## src/sv/sfx_pkg.sv

```systemverilog
package sfx_pkg;

  localparam logic [7:0] FRAME_END = 8'h3B;
  localparam logic [7:0] CTRL_TOP  = 8'h1F;

  typedef enum logic [1:0] {
    ST_IDLE,
    ST_READ,
    ST_LOAD
  } sfx_state_e;

  // controller to datapath
  typedef struct packed {
    logic take_byte;
    logic start_read;
    logic load_out;
  } sfx_cmd_t;

  // datapath to controller
  typedef struct packed {
    logic frame_done;
    logic read_last;
    logic out_free;
  } sfx_sts_t;

endpackage

```

## src/sv/sfx_in_if.sv

```systemverilog
interface sfx_in_if;
  logic       valid;
  logic       ready;
  logic [7:0] data_byte;

  modport source (output valid, output data_byte, input ready);
  modport sink (input valid, input data_byte, output ready);
endinterface

```

## src/sv/sfx_out_if.sv

```systemverilog
interface sfx_out_if;
  logic       valid;
  logic       ready;
  logic [7:0] frame_byte;
  logic       frame_last;

  modport source (output valid, output frame_byte, output frame_last, input ready);
  modport sink (input valid, input frame_byte, input frame_last, output ready);
endinterface

```

## src/sv/sfx_ctrl.sv

```systemverilog
module sfx_ctrl (
  input  logic              clk_i,
  input  logic              rst_ni,
  input  logic              in_valid_i,
  output logic              in_ready_o,
  input  sfx_pkg::sfx_sts_t sts_i,
  output sfx_pkg::sfx_cmd_t cmd_o
);
  import sfx_pkg::*;

  sfx_state_e state_q, state_d;

  always_ff @(posedge clk_i or negedge rst_ni) begin
    if (!rst_ni) begin
      state_q <= ST_IDLE;
    end else begin
      state_q <= state_d;
    end
  end

  always_comb begin
    state_d    = state_q;
    in_ready_o = 1'b0;
    cmd_o      = '0;
    unique case (state_q)
      ST_IDLE: begin
        in_ready_o      = 1'b1;
        cmd_o.take_byte = in_valid_i;
        if (in_valid_i && sts_i.frame_done) begin
          cmd_o.start_read = 1'b1;
          state_d          = ST_READ;
        end
      end
      // memory read address settles, data lands next cycle
      ST_READ: begin
        state_d = ST_LOAD;
      end
      ST_LOAD: begin
        if (sts_i.out_free) begin
          cmd_o.load_out = 1'b1;
          state_d        = sts_i.read_last ? ST_IDLE : ST_READ;
        end
      end
      default: begin
        state_d = ST_IDLE;
      end
    endcase
  end

endmodule

```

## src/sv/sfx_datapath.sv

```systemverilog
module sfx_datapath #(
  parameter int MAX_FRAME_BYTES = 64
) (
  input  logic              clk_i,
  input  logic              rst_ni,
  input  logic [7:0]        data_byte_i,
  input  sfx_pkg::sfx_cmd_t cmd_i,
  output sfx_pkg::sfx_sts_t sts_o,
  output logic              out_valid_o,
  input  logic              out_ready_i,
  output logic [7:0]        frame_byte_o,
  output logic              frame_last_o
);
  import sfx_pkg::*;

  localparam int CW = $clog2(MAX_FRAME_BYTES + 1);
  localparam int RW = $clog2(MAX_FRAME_BYTES + 2);
  localparam int AW = $clog2(MAX_FRAME_BYTES);
  localparam logic [CW-1:0] STORE_MAX = CW'(MAX_FRAME_BYTES);
  localparam logic [RW-1:0] RAW_MAX   = RW'(MAX_FRAME_BYTES);
  localparam logic [RW-1:0] RAW_SAT   = RW'(MAX_FRAME_BYTES + 1);

  logic [7:0]    mem [MAX_FRAME_BYTES];
  logic [7:0]    rdata_q;
  logic [CW-1:0] stored_q, stored_d;
  logic [RW-1:0] raw_q, raw_d, raw_inc;
  logic [AW-1:0] rd_ptr_q, rd_ptr_d;
  logic [AW-1:0] last_idx_q, last_idx_d;
  logic          out_valid_q, out_valid_d;
  logic [7:0]    out_byte_q;
  logic          out_last_q;
  logic          is_end, is_ctrl, fits, wr_en;

  assign raw_inc = (raw_q < RAW_SAT) ? raw_q + RW'(1) : raw_q;
  assign is_end  = (data_byte_i == FRAME_END);
  assign is_ctrl = (data_byte_i <= CTRL_TOP);
  assign fits    = (raw_inc <= RAW_MAX) && (stored_q < STORE_MAX);
  assign wr_en   = cmd_i.take_byte && fits && (is_end || !is_ctrl || stored_q != '0);

  assign sts_o.frame_done = is_end && fits;
  assign sts_o.read_last  = (rd_ptr_q == last_idx_q);
  assign sts_o.out_free   = !out_valid_q || out_ready_i;

  always_comb begin
    stored_d   = stored_q;
    raw_d      = raw_q;
    last_idx_d = last_idx_q;
    rd_ptr_d   = rd_ptr_q;
    if (cmd_i.take_byte) begin
      if (is_end) begin
        stored_d = '0;
        raw_d    = '0;
      end else begin
        raw_d = raw_inc;
        if (wr_en) begin
          stored_d = stored_q + CW'(1);
        end
      end
    end
    if (cmd_i.start_read) begin
      last_idx_d = stored_q[AW-1:0];
      rd_ptr_d   = '0;
    end else if (cmd_i.load_out) begin
      rd_ptr_d = rd_ptr_q + AW'(1);
    end
    out_valid_d = out_valid_q;
    if (cmd_i.load_out) begin
      out_valid_d = 1'b1;
    end else if (out_ready_i) begin
      out_valid_d = 1'b0;
    end
  end

  always_ff @(posedge clk_i or negedge rst_ni) begin
    if (!rst_ni) begin
      stored_q    <= '0;
      raw_q       <= '0;
      last_idx_q  <= '0;
      rd_ptr_q    <= '0;
      out_valid_q <= 1'b0;
    end else begin
      stored_q    <= stored_d;
      raw_q       <= raw_d;
      last_idx_q  <= last_idx_d;
      rd_ptr_q    <= rd_ptr_d;
      out_valid_q <= out_valid_d;
    end
  end

  // frame store, one write and one registered read port
  always_ff @(posedge clk_i) begin
    if (wr_en) begin
      mem[stored_q[AW-1:0]] <= data_byte_i;
    end
    rdata_q <= mem[rd_ptr_q];
  end

  always_ff @(posedge clk_i) begin
    if (cmd_i.load_out) begin
      out_byte_q <= rdata_q;
      out_last_q <= sts_o.read_last;
    end
  end

  assign out_valid_o  = out_valid_q;
  assign frame_byte_o = out_byte_q;
  assign frame_last_o = out_last_q;

  a_stored_bound: assert property (@(posedge clk_i) disable iff (!rst_ni)
    stored_q <= STORE_MAX) else $error("stored count past frame limit");
  a_raw_bound: assert property (@(posedge clk_i) disable iff (!rst_ni)
    raw_q <= RAW_SAT) else $error("raw length past saturation");
  a_stored_le_raw: assert property (@(posedge clk_i) disable iff (!rst_ni)
    CW'(stored_q) <= CW'(raw_q) || raw_q >= RAW_SAT)
    else $error("stored count exceeds raw length");
  a_load_sets_valid: assert property (@(posedge clk_i) disable iff (!rst_ni)
    cmd_i.load_out |=> out_valid_q) else $error("loaded result not shown");
  a_no_load_over_full: assert property (@(posedge clk_i) disable iff (!rst_ni)
    cmd_i.load_out |-> (!out_valid_q || out_ready_i))
    else $error("result register overwritten");

endmodule

```

## src/sv/semicolon_frame_extractor_top.sv

```systemverilog
// a frame's first byte goes to the read-data register after its semicolon transfer, then to
//   the output register once that is free; 1 input byte per cycle between frames; output
//   bytes are read one at a time through the frame store's registered read port (address,
//   then load); no input is taken during readout; a waiting result does not block input
// reset: asynchronous active low, clears counts, controller and output valid;
//   frame store contents are left as they are
module semicolon_frame_extractor_top #(
  parameter int MAX_FRAME_BYTES = 64
) (
  input  logic     clk_i,
  input  logic     rst_ni,
  sfx_in_if.sink   in_i,
  sfx_out_if.source out_o
);
  import sfx_pkg::*;

  sfx_cmd_t cmd;
  sfx_sts_t sts;

  // controller sequences the transfer of bytes in and the readout of frames
  sfx_ctrl u_ctrl (
    .clk_i      (clk_i),
    .rst_ni     (rst_ni),
    .in_valid_i (in_i.valid),
    .in_ready_o (in_i.ready),
    .sts_i      (sts),
    .cmd_o      (cmd)
  );

  // counters, frame store and output register
  sfx_datapath #(
    .MAX_FRAME_BYTES (MAX_FRAME_BYTES)
  ) u_datapath (
    .clk_i        (clk_i),
    .rst_ni       (rst_ni),
    .data_byte_i  (in_i.data_byte),
    .cmd_i        (cmd),
    .sts_o        (sts),
    .out_valid_o  (out_o.valid),
    .out_ready_i  (out_o.ready),
    .frame_byte_o (out_o.frame_byte),
    .frame_last_o (out_o.frame_last)
  );

endmodule

```

## src/flat_wrapper.sv

```systemverilog
// flat-port wrapper written by rule: the top's interface ports become plain ports
module semicolon_frame_extractor_top_flat import sfx_pkg::*;
#(
  parameter int MAX_FRAME_BYTES = 64
)
  (clk_i, rst_ni, in_i_valid, in_i_data_byte, in_i_ready, out_o_valid, out_o_frame_byte, out_o_frame_last, out_o_ready);
  sfx_in_if in_i_i ();
  sfx_out_if out_o_i ();
  input  logic clk_i;
  input  logic rst_ni;
  input wire logic [$bits(in_i_i.valid)-1:0] in_i_valid;
  input wire logic [$bits(in_i_i.data_byte)-1:0] in_i_data_byte;
  output wire logic [$bits(in_i_i.ready)-1:0] in_i_ready;
  output wire logic [$bits(out_o_i.valid)-1:0] out_o_valid;
  output wire logic [$bits(out_o_i.frame_byte)-1:0] out_o_frame_byte;
  output wire logic [$bits(out_o_i.frame_last)-1:0] out_o_frame_last;
  input wire logic [$bits(out_o_i.ready)-1:0] out_o_ready;
  assign in_i_i.valid = in_i_valid;
  assign in_i_i.data_byte = in_i_data_byte;
  assign in_i_ready = in_i_i.ready;
  assign out_o_valid = out_o_i.valid;
  assign out_o_frame_byte = out_o_i.frame_byte;
  assign out_o_frame_last = out_o_i.frame_last;
  assign out_o_i.ready = out_o_ready;
  semicolon_frame_extractor_top #(.MAX_FRAME_BYTES(MAX_FRAME_BYTES)) u_core (.clk_i(clk_i), .rst_ni(rst_ni), .in_i(in_i_i), .out_o(out_o_i));
endmodule
```

## config.mk

```make
export PLATFORM = sky130hd
export DESIGN_NAME = semicolon_frame_extractor_top_flat
export DESIGN_NICKNAME = d
export VERILOG_FILES = /design/src/sv/sfx_pkg.sv /design/src/sv/sfx_in_if.sv /design/src/sv/sfx_out_if.sv /design/src/sv/sfx_ctrl.sv /design/src/sv/sfx_datapath.sv /design/src/sv/semicolon_frame_extractor_top.sv /design/src/flat_wrapper.sv
export SDC_FILE = /design/constraint.sdc
export NUM_CORES = 1
export LEC_CHECK = 0
export BUFFER_PORTS_ARGS = -buffer_cell sky130_fd_sc_hd__buf_2
export CORE_ASPECT_RATIO = 1.25
export CORE_MARGIN = 4
export CORE_UTILIZATION = 60
export DETAILED_ROUTE_END_ITERATION = 6
export PLACE_DENSITY = 0.85
export RECOVER_POWER = 25
export SETUP_SLACK_MARGIN = 0.2
export SLEW_MARGIN = 20
export SYNTH_ARGS = -nofsm -noshare
export SYNTH_HDL_FRONTEND = slang
export SYNTH_HIERARCHICAL = 1
export SYNTH_SLANG_ARGS = --single-unit
```

## constraint.sdc

```tcl
create_clock -name clk_i -period 6.6 [get_ports clk_i]
set_input_delay 0.33 -clock clk_i [delete_from_list [all_inputs] [get_ports clk_i]]
set_output_delay 0.33 -clock clk_i [all_outputs]
set_load 0.1 [all_outputs]
```

==> impl_metrics.csv <==
group,metric,value,unit
finish,diodes,0,
clocking,cts_resized,0,
worst_setup_path,endpoint_kind,"flop",
pwr,leakage,7.43,nW
worst_setup_path,path_class,"primary input to flop",
placed_design,hpwl,29100,um
global_routing,grt_pass1_wl,77000,um
worst_setup_path,crit_required,6.79,ns
finish,layout-drive-gt1-share,21.7,%
sta,hold_viol_final,0,
global_routing,grt_overflow,0,
run_status,status,"finished, violations left",
die,placementRows,77,
clocking,cts_max_path_buffers,3,
logic_synthesis,synth.area.top_cells,"edfxtp_1 72%, mux4_2 13%, dfrtp_1 3.3%",
job,drv_cap,6,
placed_design,place_congestion,0.850,
finish,n_fill_cell,2131,
run_status,violations,"max-capacitance violations, max-slew violations",
pwr,power_density,293,nW/um2
die,pin_count,23,
clocking,clk_latency,0.57,ns
sta,rsz0062_at_grt,"false",
finish,syn_to_final_growth,9.52,%
pwr,ir_drop,0.170,mV
pwr,p_int,5.53,mW
sta,tns,0,ns
sta,worst_pin_slew,3.50,ns
sta,fin_crit,4.84,ns
global_routing,grt_max_degree,67,
clocking,cts_root_buffer,"clkbuf_16",
detailed_routing,routed_via_density,7.02,
logic_synthesis,synth_top_area_share,71.5,%
sta,finClkSkew,0.0194,ns
logic_synthesis,synthMostInstantiatedCell,"edfxtp_1",
clocking,cts_buffers,47,
worst_setup_path,worstPathArrival,5.02,ns
die,core_area,35600,um2
die,dieArea,39600,um2
pwr,sw_frac_of_total,21.2,%
pwr,p_comb_share,4.1,%
global_routing,track_usage,26.6,%
hold_path,holdCritPathClass,"primary input to flop",
logic_synthesis,netlist_area,21900,um2
clocking,clkSinkCount,558,
sta,maxSlewViolCount,398,
global_routing,grt_antenna_before_repair,1,
sta,whs,0.0410,ns
pwr,pwr-share-clk,39.7,%
detailed_routing,route.detailed.wl_per_inst,31.5,um
logic_synthesis,ys_ff_latch,558,
logic_synthesis,synth_top_area_cell,"edfxtp_1",
logic_synthesis,synth_edf_count,521,
clocking,htree_levels,2,
logic_synthesis,synthArstFlopShare,5.20,%
logic_synthesis,yosysWarningCount,6,
detailed_routing,routed_wl,51100,um
logic_synthesis,ys_top_cells_by_count,"521 x edfxtp_1, 122 x mux4_2, 84 x nor2_1, 54 x a22oi_1, 33 x a21oi_1",
sta,clock.fmax,0.207,GHz
worst_setup_path,startpoint_type,"primary input",
detailed_routing,antenna_left,0,
placed_design,dp_slack,2.83,ns
sta,fin_ws,1.76,ns
die,die_h,221,um
finish,nets,1130,
die,start_util,61.4,%
sta,setup_viol,0,
die,fp.dieW,179,um
logic_synthesis,ys_seq_area_share,75.6,%
finish,fin_util,67.2,%
logic_synthesis,synthCells,1084,
clocking,cts_tree,"yes",
sta,max-slew-margin-rel,-133,%
global_routing,grt_pass1_vias,11500,
detailed_routing,initialDrtViolationCount,1897,
detailed_routing,drc,0,
placed_design,port_buffers,22,
detailed_routing,via_count,11400,
sta,fin_crit_sh,73.3,%
pwr,switchingPower,1.49,mW
logic_synthesis,syn_nets,1100,
logic_synthesis,ys.flop_type,"edfxtp_1",
clocking,clkTransAtPathRegs,0.06,ns
logic_synthesis,syn_area_per_cell,20.2,um2
logic_synthesis,synth.distinct_cells,61,
pwr,seqPwrFrac,56.2,%
detailed_routing,firstDrtPassIters,6,
worst_setup_path,cp_max_fo,66,
## power by group through the flow
stage / sequential [mW] / clock (mW) / combinational (mW)
CTS: 3.94 / 2.81 / 0.285
global route: 3.95 / 2.99 / 0.306
global placement: 4.01 / 0 / 0.272
finish: 3.95 / 2.79 / 0.291
detailed placement: 4.01 / 0 / 0.281
floorplan: 4.00 / 0 / 0.139
## cells in the final DEF, fill, tap and decap left out, types with 6 or more instances in the layout
cell type,netlist,final
inv_1,6,6
mux2_2,7,7
dfrtp_1,29,27
o211ai_2,6,6
and3_1,6,6
nand2b_1,7,7
nor2_1,84,82
nand2_1,19,19
o21ai_0,9,9
a22oi_1,54,54
dfxtp_1,8,8
or4_1,8,8
clkinv_2,0,7
clkbuf_1,22,18
clkbuf_16,0,49
mux4_2,122,122
mux4_1,8,8
buf_2,14,22
nand3_1,13,13
buf_4,7,12
mux2i_1,7,7
a21oi_1,33,33
edfxtp_1,521,521
## layout make-up
class	count	area [um2]	share of cell area, %
Timing Repair Buffer	41	233	0.971
Clock buffer	66	1340	5.59
Inverter	6	22.5	0.0940
Sequential cell	558	16500	69.0
Multi-Input combinational cell	460	5030	21.0
Clock inverter	19	198	0.825
Tap cell	474	593	2.48
## registers in the layout, summed over array words and instances, names as in the netlist
name	count
u_core/u_datapath/rd_ptr_q	6
u_core/u_datapath/out_valid_o	1
u_core/u_datapath/frame_last_o	1
u_core/u_datapath/stored_q	7
u_core/u_datapath/frame_byte_o	8
u_core/u_datapath/last_idx_q	6
u_core/u_ctrl/state_q	2
u_core/u_datapath/mem	512
u_core/u_datapath/rdata_q	8
u_core/u_datapath/raw_q	7
## critical path: stages
cell and delay (ns):
buf_2 0.07, clkbuf_1 2.33, or4b_1 0.34, o21ai_1 0.10, nor2_2 0.64, o211ai_2 0.37, nor2_1 0.78
## metal layers
layer	GRT usage [%]	routed length [um]	vias up
met2	42.8	25700	930
met4	12.3	2720	2
met3	4.97	5310	167
met5	0	15	-
li1	-	-	4534
met1	36.0	17400	5769
## metrics by stage
stage | instances | instance area [um2] | power [mW]
after floorplan | 1084 | 21900 | 4.14
after global routing | 1624 | 24000 | 7.25
after CTS | 1624 | 24000 | 7.03
after global placement | 1538 | 22400 | 4.28
final | 1624 | 24000 | 7.02
after detailed placement | 1538 | 22400 | 4.30
## logic make-up (layout without fill, tap and decap cells)
kind of cell	count (synthesis)	in the layout	share of synthesized area, %
adders and majority gates	4	4	0.229
AOI/OAI and AO/OA	131	131	4.30
DFF	558	558	75.6
and+or+nand+nor	171	171	3.78
buffers and inverters	66	132	1.51
xor gates and xnor gates	10	10	0.400
muxes	144	144	14.2
## timing repair
item                       in CTS  in global routing
hold endpoints to repair       29                  0
setup endpoints to repair       0                  0
hold buffers                    1                  0
buffers inserted                0                  0
## path summary, 6_finish.rpt
check,to,depth (start not counted),slack (ns),start
worst max-delay path,u_core/u_datapath/mem[36][3]$_DFFE_PP_,7,1.76,in_i_data_byte[5]
max in group asynchronous,u_core/u_datapath/rd_ptr_q[0]$_DFFE_PN0P_,2,5.78,rst_ni
worst min register to register,u_core/u_datapath/frame_byte_o[1]$_DFFE_PP_,0,0.40,u_core/u_datapath/rdata_q[1]$_DFF_P_
worst max register to register,u_core/u_datapath/mem[36][3]$_DFFE_PP_,6,2.92,u_core/u_datapath/raw_q[0]$_DFFE_PN0P_
min in group asynchronous,u_core/u_datapath/rd_ptr_q[4]$_DFFE_PN0P_,2,0.33,rst_ni
worst min-delay path,u_core/u_ctrl/state_q[0]$_DFFE_PN0P_,2,0.04,in_i_valid
Note: power is estimated with default switching activity, not from simulation.
